**src/hw/rtl/rfd_pkg.sv**
```systemverilog
// Shared types and constants of the RPC frame deframer.
package rfd_pkg;

  // Width of the configuration register index and data.
  localparam int unsigned CfgAddrW = 2;
  localparam int unsigned CfgDataW = 24;

  // Register indexes of the configuration port.
  localparam logic [CfgAddrW-1:0] CfgIdxStartByte   = 2'd0;
  localparam logic [CfgAddrW-1:0] CfgIdxEndByte     = 2'd1;
  localparam logic [CfgAddrW-1:0] CfgIdxMaxFrameLen = 2'd2;

  // Register values after reset.
  localparam logic [7:0]  StartByteRst   = 8'h02;
  localparam logic [7:0]  EndByteRst     = 8'h03;
  localparam logic [23:0] MaxFrameLenRst = 24'h010000;

  // Bytes of a frame that are not text or payload: start, length, three text
  // lengths, error code, checksum and end.
  localparam logic [23:0] FixedOverhead = 24'd26;

  // Width of the packed result on the output stream.
  localparam int unsigned TdataW = 168;
  localparam int unsigned TuserW = 3;

  typedef enum logic [3:0] {
    PhHunt   = 4'd0,
    PhFlen   = 4'd1,
    PhRidLen = 4'd2,
    PhRid    = 4'd3,
    PhMnLen  = 4'd4,
    PhMn     = 4'd5,
    PhErrc   = 4'd6,
    PhEtLen  = 4'd7,
    PhEt     = 4'd8,
    PhPay    = 4'd9,
    PhCks    = 4'd10,
    PhSkip   = 4'd11
  } rfd_phase_e;

  typedef enum logic {
    KindContent = 1'b0,
    KindSummary = 1'b1
  } rfd_kind_e;

  typedef enum logic [1:0] {
    TagRequestId  = 2'd0,
    TagMethodName = 2'd1,
    TagErrorText  = 2'd2,
    TagPayload    = 2'd3
  } rfd_tag_e;

  typedef enum logic [1:0] {
    StatusOk       = 2'd0,
    StatusBadEnd   = 2'd1,
    StatusOverrun  = 2'd2,
    StatusBadLen   = 2'd3
  } rfd_status_e;

  typedef struct packed {
    logic [7:0]  start_byte;
    logic [7:0]  end_byte;
    logic [23:0] max_frame_len;
  } rfd_cfg_t;

  typedef struct packed {
    logic signed [31:0] error_value;
    logic [23:0]        payload_length;
    logic [23:0]        error_text_length;
    logic [23:0]        method_name_length;
    logic [23:0]        request_id_length;
    logic [23:0]        frame_length;
    rfd_status_e        status;
    logic [7:0]         data_byte;
    rfd_tag_e           field_tag;
    rfd_kind_e          result_kind;
  } rfd_result_t;

endpackage

```
**src/hw/rtl/rpc_frame_deframer_core.sv**
```systemverilog
// Top level of the RPC frame deframer: input register, settings and output stream.
//
// The deframer takes one received byte per transfer on the slave stream and
// hunts for the start byte. After it, a 4-byte big-endian frame length is read
// and the frame layout is walked: request-id length and bytes, method-name
// length and bytes, a 4-byte error code, error-text length and bytes, the
// payload, 4 checksum bytes that are dropped, and the end byte at frame length
// minus one (the start byte is position zero). Every text and payload byte
// leaves as a content result with its field tag, and the last frame position
// produces a summary with the lengths, the error code and a status: ok, bad
// end byte, field overrun or bad frame length. A frame length below 26 or
// above max_frame_len is rejected with a summary as soon as it is complete.
// After any summary, hunting resumes at the very next byte. The block
// sustains one byte per clock cycle while the result queue has room: the
// only loop is the field state machine, which advances once per byte. A
// byte is parsed straight out of the input register, and its result is
// written into the result queue and offered on the master stream from
// there. A two-entry result queue lets the input keep flowing while a
// result waits; input stalls only once that queue is full. The user must
// write settings through the plain write port only while no byte is in
// flight; the block itself does not enforce this.
module rpc_frame_deframer_core #(
  parameter int unsigned LengthBits = 24
) (
  input  logic                        clk_i,
  input  logic                        rst_ni,
  // Configuration write port.
  input  logic                        cfg_we_i,
  input  logic [rfd_pkg::CfgAddrW-1:0] cfg_addr_i,
  input  logic [rfd_pkg::CfgDataW-1:0] cfg_wdata_i,
  // Received byte stream.
  input  logic                        s_axis_tvalid,
  output logic                        s_axis_tready,
  input  logic [7:0]                  s_axis_tdata,   // [7:0] rx_byte
  // Result stream.
  output logic                        m_axis_tvalid,
  input  logic                        m_axis_tready,
  // [7:0] data_byte, [9:8] status, [33:10] frame_length,
  // [57:34] request_id_length, [81:58] method_name_length,
  // [105:82] error_text_length, [129:106] payload_length,
  // [161:130] error_value, [167:162] zero
  output logic [rfd_pkg::TdataW-1:0]  m_axis_tdata,
  // [0] result_kind, [2:1] field_tag
  output logic [rfd_pkg::TuserW-1:0]  m_axis_tuser
);
  import rfd_pkg::*;

  rfd_cfg_t    cfg_q;
  logic        in_valid_q;
  logic [7:0]  in_byte_q;
  logic        step;
  logic        fifo_full;
  logic        res_valid;
  rfd_result_t res;
  rfd_result_t out_res;

  // A held byte is parsed once the result queue has room; the input register
  // refills in the same cycle.
  assign step          = in_valid_q && !fifo_full;
  assign s_axis_tready = !in_valid_q || step;

  always_ff @(posedge clk_i or negedge rst_ni) begin
    if (!rst_ni) begin
      in_valid_q <= 1'b0;
    end else if (s_axis_tready) begin
      in_valid_q <= s_axis_tvalid;
    end
  end

  always_ff @(posedge clk_i) begin
    if (s_axis_tvalid && s_axis_tready) in_byte_q <= s_axis_tdata;
  end

  // Settings registers; an index beyond the list is ignored.
  always_ff @(posedge clk_i or negedge rst_ni) begin
    if (!rst_ni) begin
      cfg_q.start_byte    <= StartByteRst;
      cfg_q.end_byte      <= EndByteRst;
      cfg_q.max_frame_len <= MaxFrameLenRst;
    end else if (cfg_we_i) begin
      unique case (cfg_addr_i)
        CfgIdxStartByte:   cfg_q.start_byte    <= cfg_wdata_i[7:0];
        CfgIdxEndByte:     cfg_q.end_byte      <= cfg_wdata_i[7:0];
        CfgIdxMaxFrameLen: cfg_q.max_frame_len <= cfg_wdata_i[23:0];
        default: ;
      endcase
    end
  end

  rfd_parser #(
    .LengthBits(LengthBits)
  ) u_parser (
    .clk_i      (clk_i),
    .rst_ni     (rst_ni),
    .step_i     (step),
    .byte_i     (in_byte_q),
    .cfg_i      (cfg_q),
    .res_valid_o(res_valid),
    .res_o      (res)
  );

  rfd_out_fifo u_out_fifo (
    .clk_i  (clk_i),
    .rst_ni (rst_ni),
    .push_i (res_valid),
    .data_i (res),
    .full_o (fifo_full),
    .valid_o(m_axis_tvalid),
    .ready_i(m_axis_tready),
    .data_o (out_res)
  );

  assign m_axis_tdata = {6'b0,
                         out_res.error_value,
                         out_res.payload_length,
                         out_res.error_text_length,
                         out_res.method_name_length,
                         out_res.request_id_length,
                         out_res.frame_length,
                         out_res.status,
                         out_res.data_byte};
  assign m_axis_tuser = {out_res.field_tag, out_res.result_kind};

endmodule

```
**src/hw/rtl/rfd_parser.sv**
```systemverilog
// Frame layout state machine: takes one byte per step and forms at most one result.
module rfd_parser #(
  parameter int unsigned LengthBits = 24
) (
  input  logic                 clk_i,
  input  logic                 rst_ni,
  input  logic                 step_i,
  input  logic [7:0]           byte_i,
  input  rfd_pkg::rfd_cfg_t    cfg_i,
  output logic                 res_valid_o,
  output rfd_pkg::rfd_result_t res_o
);
  import rfd_pkg::*;

  // Largest length that the link format can carry.
  localparam logic [31:0] LenMax = 32'((64'(1) << LengthBits) - 64'(1));

  rfd_phase_e  phase_q, phase_d;
  logic [23:0] pos_q, pos_d;
  logic [23:0] remain_q, remain_d;
  logic [31:0] word_q, word_d;
  logic [1:0]  wcnt_q, wcnt_d;
  logic [23:0] rid_len_q, rid_len_d;
  logic [23:0] mn_len_q, mn_len_d;
  logic [23:0] et_len_q, et_len_d;
  logic [23:0] pay_len_q, pay_len_d;
  logic [31:0] err_q, err_d;
  logic        overrun_q, overrun_d;
  logic [23:0] flen_q, flen_d;
  logic [23:0] budget_q, budget_d;

  logic [31:0] word_nxt;
  logic [31:0] word_sat;
  logic        word_done;
  logic        at_end;
  logic        flen_bad;
  logic        len_over;
  logic [23:0] budget_left;
  logic        last_byte;
  logic        is_start;

  assign word_nxt    = {word_q[23:0], byte_i};
  assign word_done   = (wcnt_q == 2'd3);
  assign word_sat    = (word_nxt > LenMax) ? LenMax : word_nxt;
  assign at_end      = (pos_q == (flen_q - 24'd1));
  assign flen_bad    = (word_nxt < {8'b0, FixedOverhead}) ||
                       (word_nxt > {8'b0, cfg_i.max_frame_len}) ||
                       (word_nxt > LenMax);
  assign len_over    = (word_nxt > {8'b0, budget_q});
  assign budget_left = budget_q - word_nxt[23:0];
  assign last_byte   = (remain_q == 24'd1);
  assign is_start    = (byte_i == cfg_i.start_byte);

  // Next phase.
  always_comb begin
    phase_d = phase_q;
    if (step_i) begin
      unique case (phase_q) inside
        PhFlen: begin
          if (word_done) phase_d = flen_bad ? PhHunt : PhRidLen;
        end
        PhRidLen: begin
          if (at_end) phase_d = PhHunt;
          else if (word_done) begin
            phase_d = len_over ? PhSkip : ((word_nxt != '0) ? PhRid : PhMnLen);
          end
        end
        PhRid: begin
          if (at_end) phase_d = PhHunt;
          else if (last_byte) phase_d = PhMnLen;
        end
        PhMnLen: begin
          if (at_end) phase_d = PhHunt;
          else if (word_done) begin
            phase_d = len_over ? PhSkip : ((word_nxt != '0) ? PhMn : PhErrc);
          end
        end
        PhMn: begin
          if (at_end) phase_d = PhHunt;
          else if (last_byte) phase_d = PhErrc;
        end
        PhErrc: begin
          if (at_end) phase_d = PhHunt;
          else if (word_done) phase_d = PhEtLen;
        end
        PhEtLen: begin
          if (at_end) phase_d = PhHunt;
          else if (word_done) begin
            if (len_over) phase_d = PhSkip;
            else if (word_nxt != '0) phase_d = PhEt;
            else if (budget_left != '0) phase_d = PhPay;
            else phase_d = PhCks;
          end
        end
        PhEt: begin
          if (at_end) phase_d = PhHunt;
          else if (last_byte) phase_d = (pay_len_q != '0) ? PhPay : PhCks;
        end
        PhPay: begin
          if (at_end) phase_d = PhHunt;
          else if (last_byte) phase_d = PhCks;
        end
        PhCks, PhSkip: begin
          if (at_end) phase_d = PhHunt;
        end
        default: phase_d = is_start ? PhFlen : PhHunt;
      endcase
    end
  end

  // Counters, captured fields and the result.
  always_comb begin
    pos_d       = pos_q;
    remain_d    = remain_q;
    word_d      = word_q;
    wcnt_d      = wcnt_q;
    rid_len_d   = rid_len_q;
    mn_len_d    = mn_len_q;
    et_len_d    = et_len_q;
    pay_len_d   = pay_len_q;
    err_d       = err_q;
    overrun_d   = overrun_q;
    flen_d      = flen_q;
    budget_d    = budget_q;
    res_valid_o = 1'b0;
    res_o       = '0;

    // Summary fields come from the captured values; the status is set below.
    res_o.result_kind        = KindContent;
    res_o.request_id_length  = '0;

    if (step_i) begin
      if (phase_q == PhHunt || phase_q > PhSkip) begin
        if (is_start) begin
          pos_d     = 24'd1;
          remain_d  = '0;
          word_d    = '0;
          wcnt_d    = '0;
          rid_len_d = '0;
          mn_len_d  = '0;
          et_len_d  = '0;
          pay_len_d = '0;
          err_d     = '0;
          overrun_d = 1'b0;
          flen_d    = '0;
        end
      end else if (phase_q == PhFlen) begin
        pos_d  = pos_q + 24'd1;
        word_d = word_nxt;
        wcnt_d = word_done ? 2'd0 : wcnt_q + 2'd1;
        if (word_done) begin
          if (flen_bad) begin
            res_valid_o                    = 1'b1;
            res_o.result_kind              = KindSummary;
            res_o.status                   = StatusBadLen;
            res_o.frame_length             = word_sat[23:0];
            res_o.request_id_length        = rid_len_q;
            res_o.method_name_length       = mn_len_q;
            res_o.error_text_length        = et_len_q;
            res_o.payload_length           = pay_len_q;
            res_o.error_value              = err_q;
          end else begin
            flen_d   = word_nxt[23:0];
            budget_d = word_nxt[23:0] - FixedOverhead;
          end
        end
      end else begin
        pos_d = pos_q + 24'd1;
        if (at_end) begin
          res_valid_o              = 1'b1;
          res_o.result_kind        = KindSummary;
          res_o.status             = overrun_q ? StatusOverrun :
                                     ((byte_i == cfg_i.end_byte) ? StatusOk : StatusBadEnd);
          res_o.frame_length       = flen_q;
          res_o.request_id_length  = rid_len_q;
          res_o.method_name_length = mn_len_q;
          res_o.error_text_length  = et_len_q;
          res_o.payload_length     = pay_len_q;
          res_o.error_value        = err_q;
        end else begin
          case (phase_q) inside
            PhRidLen, PhMnLen, PhErrc, PhEtLen, PhCks: begin
              word_d = word_nxt;
              wcnt_d = word_done ? 2'd0 : wcnt_q + 2'd1;
            end
            default: ;
          endcase

          case (phase_q) inside
            PhRidLen, PhMnLen: begin
              if (word_done) begin
                if (phase_q == PhRidLen) rid_len_d = word_sat[23:0];
                else mn_len_d = word_sat[23:0];
                if (len_over) begin
                  overrun_d = 1'b1;
                end else begin
                  remain_d = word_nxt[23:0];
                  budget_d = budget_left;
                end
              end
            end
            PhErrc: begin
              if (word_done) err_d = word_nxt;
            end
            PhEtLen: begin
              if (word_done) begin
                et_len_d = word_sat[23:0];
                if (len_over) begin
                  overrun_d = 1'b1;
                end else begin
                  pay_len_d = budget_left;
                  remain_d  = (word_nxt != '0) ? word_nxt[23:0] : budget_left;
                end
              end
            end
            PhRid, PhMn, PhEt, PhPay: begin
              res_valid_o     = 1'b1;
              res_o.data_byte = byte_i;
              case (phase_q)
                PhRid:   res_o.field_tag = TagRequestId;
                PhMn:    res_o.field_tag = TagMethodName;
                PhEt:    res_o.field_tag = TagErrorText;
                default: res_o.field_tag = TagPayload;
              endcase
              // The error text hands over to the payload count when it ends.
              if (phase_q == PhEt && last_byte) remain_d = pay_len_q;
              else remain_d = remain_q - 24'd1;
            end
            default: ;
          endcase
        end
      end
    end
  end

  always_ff @(posedge clk_i or negedge rst_ni) begin
    if (!rst_ni) begin
      phase_q   <= PhHunt;
      pos_q     <= '0;
      remain_q  <= '0;
      word_q    <= '0;
      wcnt_q    <= '0;
      rid_len_q <= '0;
      mn_len_q  <= '0;
      et_len_q  <= '0;
      pay_len_q <= '0;
      err_q     <= '0;
      overrun_q <= 1'b0;
      flen_q    <= '0;
      budget_q  <= '0;
    end else begin
      phase_q   <= phase_d;
      pos_q     <= pos_d;
      remain_q  <= remain_d;
      word_q    <= word_d;
      wcnt_q    <= wcnt_d;
      rid_len_q <= rid_len_d;
      mn_len_q  <= mn_len_d;
      et_len_q  <= et_len_d;
      pay_len_q <= pay_len_d;
      err_q     <= err_d;
      overrun_q <= overrun_d;
      flen_q    <= flen_d;
      budget_q  <= budget_d;
    end
  end

endmodule

```
**src/hw/rtl/rfd_out_fifo.sv**
```systemverilog
// Two-entry result queue that decouples the parser from the output stream.
module rfd_out_fifo (
  input  logic                 clk_i,
  input  logic                 rst_ni,
  input  logic                 push_i,
  input  rfd_pkg::rfd_result_t data_i,
  output logic                 full_o,
  output logic                 valid_o,
  input  logic                 ready_i,
  output rfd_pkg::rfd_result_t data_o
);
  import rfd_pkg::*;

  rfd_result_t slot_q [2];
  logic        wr_ptr_q, rd_ptr_q;
  logic [1:0]  cnt_q, cnt_d;
  logic        pop;

  assign valid_o = (cnt_q != 2'd0);
  assign full_o  = (cnt_q == 2'd2);
  assign pop     = valid_o && ready_i;
  assign data_o  = slot_q[rd_ptr_q];

  always_comb begin
    cnt_d = cnt_q;
    if (push_i && !pop) cnt_d = cnt_q + 2'd1;
    else if (!push_i && pop) cnt_d = cnt_q - 2'd1;
  end

  always_ff @(posedge clk_i) begin
    if (push_i) slot_q[wr_ptr_q] <= data_i;
  end

  always_ff @(posedge clk_i or negedge rst_ni) begin
    if (!rst_ni) begin
      wr_ptr_q <= 1'b0;
      rd_ptr_q <= 1'b0;
      cnt_q    <= '0;
    end else begin
      if (push_i) wr_ptr_q <= ~wr_ptr_q;
      if (pop) rd_ptr_q <= ~rd_ptr_q;
      cnt_q <= cnt_d;
    end
  end

endmodule
```
**config.mk**
```make
export PLATFORM = sky130hd
export DESIGN_NAME = rpc_frame_deframer_core
export DESIGN_NICKNAME = d
export VERILOG_FILES = /design/src/hw/rtl/rfd_pkg.sv /design/src/hw/rtl/rpc_frame_deframer_core.sv /design/src/hw/rtl/rfd_parser.sv /design/src/hw/rtl/rfd_out_fifo.sv
export SDC_FILE = /design/constraint.sdc
export NUM_CORES = 1
export LEC_CHECK = 0
export ABC_AREA = 1
export BUFFER_PORTS_ARGS = -buffer_cell sky130_fd_sc_hd__buf_2
export CAP_MARGIN = 20
export CORE_AREA = 4 4 339 341
export DETAILED_ROUTE_END_ITERATION = 8
export DIE_AREA = 0 0 343 345
export PLACE_DENSITY_LB_ADDON = 0.15
export SKIP_CTS_REPAIR_TIMING = 1
export SYNTH_ARGS = -nofsm -noshare
export SYNTH_HDL_FRONTEND = slang
export SYNTH_HIERARCHICAL = 1
export SYNTH_SLANG_ARGS = --single-unit
```
**constraint.sdc**
```tcl
create_clock -name clk_i -period 21.6 [get_ports clk_i]
set_input_delay 3.24 -clock clk_i [delete_from_list [all_inputs] [get_ports clk_i]]
set_output_delay 3.24 -clock clk_i [all_outputs]
set_load 0.01 [all_outputs]
```
==> results_tabular.tex <==
\begin{tabular}{lr}
\hline
Metric & Value \\
\hline
\multicolumn{2}{l}{\textbf{Timing}} \\
\quad Achievable frequency & 155.9 MHz \\
\quad Relative slew margins & 36.82\% \\
\quad Clock Skew & 39.01 ps \\
\quad Share of the clock period used by the worst path & 29.69\% \\
\quad Final number of setup-violating endpoints & 0 \\
\quad Fin worst setup slack & 15,190 ps \\
\quad Hold\_ws & 460.1 ps \\
\quad Hold violation total from the final report & 0 \\
\quad Minimum clock period & 6413 ps \\
\quad Slew of the pin with the lowest slew margin & 944.2 ps \\
\quad Fin. max-slew vios & 0 \\
\quad Setup total negative slack & 0 ps \\
\quad Unrepaired setup endpoints after global routing & no \\
\multicolumn{2}{l}{\textbf{CTS}} \\
\quad Clock Tree Buf Depth & 3 \\
\quad Clk sink count & 638 \\
\quad Clk slew on worst S/H paths & 60 ps \\
\quad Clock tree from TritonCTS & yes \\
\quad Clk Latency, worst-skew pair & 670 ps \\
\quad H-tree levels & 3 \\
\quad CTS Root Buffer Type & sky130\_fd\_sc\_hd\_\_clkbuf\_16 \\
\quad Number of buffers added by the clock tree synthesis step & 78 \\
\multicolumn{2}{l}{\textbf{Worst setup path}} \\
\quad Endpoint arrival time on the critical path & 3170 ps \\
\quad Cell seen most often among critical-path stages & sky130\_fd\_sc\_hd\_\_nand2\_1 \\
\quad Required time worst endpoint & 18,360 ps \\
\quad Crit-path max cell delay & 670 ps \\
\quad Element type at the critical path start & register \\
\quad Endpoint type of the worst setup path & output pin \\
\quad Kind of cell adding the most delay to the critical path & buffers and inverters \\
\quad Bufs and invs on worst path & 3 \\
\quad Slowest cell on crit path & sky130\_fd\_sc\_hd\_\_dfrtp\_4 \\
\quad Critical path class & reg -> out \\
\quad Critical Path, Cell by Cell & inv\_6 -> buf\_4 -> nand2\_1 -> nand2\_1 -> buf\_2 \\
\quad Max FO, Critical Path & 63 \\
\multicolumn{2}{l}{\textbf{Drt}} \\
\quad Number of design-rule violations left by the first detailed-router iteration & 2,203 \\
\quad Wire per inst & 20.51 microns \\
\quad Count of antenna-violating nets left after detailed routing & 0 \\
\quad Pre-Repair DR Iteration Count & 5 \\
\quad Total wire length after detailed routing & 116.3 mm \\
\quad Post-route DRC violation count & 0 \\
\quad Total via count after detailed routing & 27,010 \\
\quad DR vias/cell & 4.762 \\
\multicolumn{2}{l}{\textbf{Die}} \\
\quad Starting density of the core & 29.75\% \\
\quad Row count & 123 \\
\quad Area of the die & 118,300 sq um \\
\quad Die boundary height & 345 microns \\
\quad Top-level port count & 212 \\
\quad Core area & 111,900 sq um \\
\quad Width of the chip & 343 microns \\
\multicolumn{2}{l}{\textbf{GRT}} \\
\quad Total gr overflow & 0 \\
\quad Most heavily used metal layer in global routing & met2 \\
\quad Antenna violations before repair & 2 \\
\quad Overall routing resource usage & 19.24\% \\
\quad Vias in the first global route & 26,400 \\
\quad Fraction of met2 tracks used by global routing & 31.58\% \\
\quad Largest net degree at the start of global routing & 73 \\
\quad Wire length of the first global-routing pass & 173.2 mm \\
\quad Global-route met3 utilization & 2.573\% \\
\quad M1 GR Usage & 26.25\% \\
\multicolumn{2}{l}{\textbf{Status}} \\
\quad Status & finished, final reports clean \\
\multicolumn{2}{l}{\textbf{Synth}} \\
\quad Instance count of the mapped netlist & 3,953 \\
\quad \#FFs+latches synth & 638 \\
\quad Count of flip-flops with a built-in enable after synthesis & 338 \\
\quad Cell types with the highest counts after synthesis & sky130\_fd\_sc\_hd\_\_nand2\_1, sky130\_fd\_sc\_hd\_\_inv\_1, sky130\_fd\_sc\_hd\_\_nor2\_1 \\
\quad Cell with the most instances after synthesis & sky130\_fd\_sc\_hd\_\_nand2\_1 \\
\quad Top\_reg\_cell synth & sky130\_fd\_sc\_hd\_\_edfxtp\_1 \\
\quad Largest cells by area after synthesis & sky130\_fd\_sc\_hd\_\_edfxtp\_1, sky130\_fd\_sc\_hd\_\_dfrtp\_1, sky130\_fd\_sc\_hd\_\_nand2\_1 \\
\quad Post-synth top area cell & sky130\_fd\_sc\_hd\_\_edfxtp\_1 \\
\quad Proportion of netlist area held by the largest area contributor & 30.49\% \\
\quad Synth Area per Inst & 8.420 sq um \\
\quad Cell variety after synth & 56 \\
\quad Fraction of registers with async set or reset after synthesis & 47.02\% \\
\quad Yosys warns & 6 \\
\quad Register area share after synthesis & 53.06\% \\
\quad Synthesized area & 33,280 sq um \\
\multicolumn{2}{l}{\textbf{Finish}} \\
\quad Net total in the final layout & 4,225 \\
\quad Multi-input combinational cell area & 12,960 sq um \\
\quad Synth-to-Final Area Change & 14.40\% \\
\quad Fill cells & 11,880 \\
\quad Share of layout cells above drive strength 1 & 10.62\% \\
\quad Antenna diode instance count & 0 \\
\quad Sequential Area & 17,670 sq um \\
\multicolumn{2}{l}{\textbf{Job}} \\
\quad Number of max-cap violations & 0 \\
\multicolumn{2}{l}{\textbf{Place}} \\
\quad Worst slack, placed & 15,780 ps \\
\quad HPWL after detailed placement & 86.20 mm \\
\quad Number of buffer cells added on primary ports & 205 \\
\quad Routability Congestion & 0.9382 \\
\multicolumn{2}{l}{\textbf{Power and ir drop}} \\
\quad Lkg Pwr & 17.06 nW \\
\quad Overall power consumption & 5.947 mW \\
\quad Total power per unit cell area & 156.2 nW/um\^{}2 \\
\quad VDD IR-drop max & 73.86 uV \\
\multicolumn{2}{l}{\textbf{Worst hold path}} \\
\quad Min-delay worst type & reg -> reg \\
\hline
\end{tabular}
through the flow:
stage	std cells	utilization [%]	instance area, sq um
floorplan	3958	-	33300
global placement	5525	31.71	35480
detailed placement	5525	31.71	35480
CTS	5670	34.01	38050
global route	5672	34.03	38080
finish	5672	34.03	38080
power breakdown:
group          switching [mW]  internal [mW]  leakage (nW)  total [mW]
Sequential              0.173           1.57          7.16        1.75
Clock                   0.542          0.770          1.25        1.31
Combinational            2.18          0.704          8.65        2.89
Total                    2.90           3.05          17.1        5.95
worst register-to-register path: stages, from the launching register on:
cell	delay [ps]
sky130_fd_sc_hd__dfrtp_1	460
sky130_fd_sc_hd__ha_1	310
sky130_fd_sc_hd__nand2_1	60
sky130_fd_sc_hd__nor2_1	130
sky130_fd_sc_hd__nor4b_1	620
sky130_fd_sc_hd__nand2_1	120
sky130_fd_sc_hd__nand3_1	90
sky130_fd_sc_hd__nand2_1	120
sky130_fd_sc_hd__nand3_1	220
sky130_fd_sc_hd__inv_1	100
sky130_fd_sc_hd__a21oi_1	210
sky130_fd_sc_hd__nand3_4	80
sky130_fd_sc_hd__buf_4	310
sky130_fd_sc_hd__nand2_1	440
sky130_fd_sc_hd__nand2_1	150
sky130_fd_sc_hd__inv_6	410
sky130_fd_sc_hd__buf_4	760
sky130_fd_sc_hd__buf_4	760
kinds of logic (layout without fill, tap and decap cells):
family / count (synthesis) / count (layout) / synth area share, %
AOI/OAI and AO/OA: 481 / 481 / 7.920
xor gates and xnor gates: 81 / 81 / 2.154
adders and majority gates: 79 / 79 / 2.992
buffers and inverters: 619 / 833 / 8.176
DFF: 638 / 638 / 53.06
other: 1 / 6 / 0.01127
and+or+nand+nor: 2054 / 2054 / 25.68
layer usage:
layer	vias up	part of all wire [%]
met5	-	0
met4	0	3.0
met3	165	4.8
met2	685	47
met1	13000	45
li1	13160	-
cells in the final DEF (no fill, tap or decap), types with 106 or more instances in the layout:
cell type                  count
sky130_fd_sc_hd__dfrtp_1     295
sky130_fd_sc_hd__nand2_1    1305
sky130_fd_sc_hd__a21oi_1     133
sky130_fd_sc_hd__nand3_1     162
sky130_fd_sc_hd__buf_2       204
sky130_fd_sc_hd__nand4_1     106
sky130_fd_sc_hd__edfxtp_1    338
sky130_fd_sc_hd__nor2_1      358
sky130_fd_sc_hd__o21ai_0     226
sky130_fd_sc_hd__inv_1       430
final timing paths:
kind / startpoint / endpoint / slack (ps) / cells past startpoint
setup / recovery: u_out_fifo/rd_ptr_q / m_axis_tdata[105] / 15190 / 5
hold / removal: cfg_q[16] / cfg_q[16] / 460 / 2
setup reg to reg: u_parser/word_q[14] / u_out_fifo/slot_q[1][110] / 15810 / 17
hold reg to reg: cfg_q[16] / cfg_q[16] / 460 / 2
max in group asynchronous: rst_ni / u_parser/err_q[0] / 17010 / 3
min in group asynchronous: rst_ni / cfg_q[10] / 2580 / 1
state kept, by name, summed over array words and instances, names as in the netlist, 2 cells and up:
| name | cells |
|---|---|
| cfg_q | 40 |
| in_byte_q | 8 |
| u_out_fifo/cnt_q | 2 |
| u_out_fifo/slot_q | 330 |
| u_parser/budget_q | 24 |
| u_parser/err_q | 32 |
| u_parser/et_len_q | 24 |
| u_parser/flen_q | 24 |
| u_parser/mn_len_q | 24 |
| u_parser/pay_len_q | 24 |
| u_parser/phase_q | 4 |
| u_parser/pos_q | 24 |
| u_parser/remain_q | 24 |
| u_parser/rid_len_q | 24 |
| u_parser/wcnt_q | 2 |
| u_parser/word_q | 24 |
layout make-up:
cell class,instances,area share (%)
inverter,448,4.443
sequential,638,46.39
tap,1500,4.929
timing repair buffer,240,3.450
clock inverter,43,1.081
multi-input combinational,2701,34.05
clock buffer,102,5.658
No activity file was read; power rests on OpenSTA's default activity.
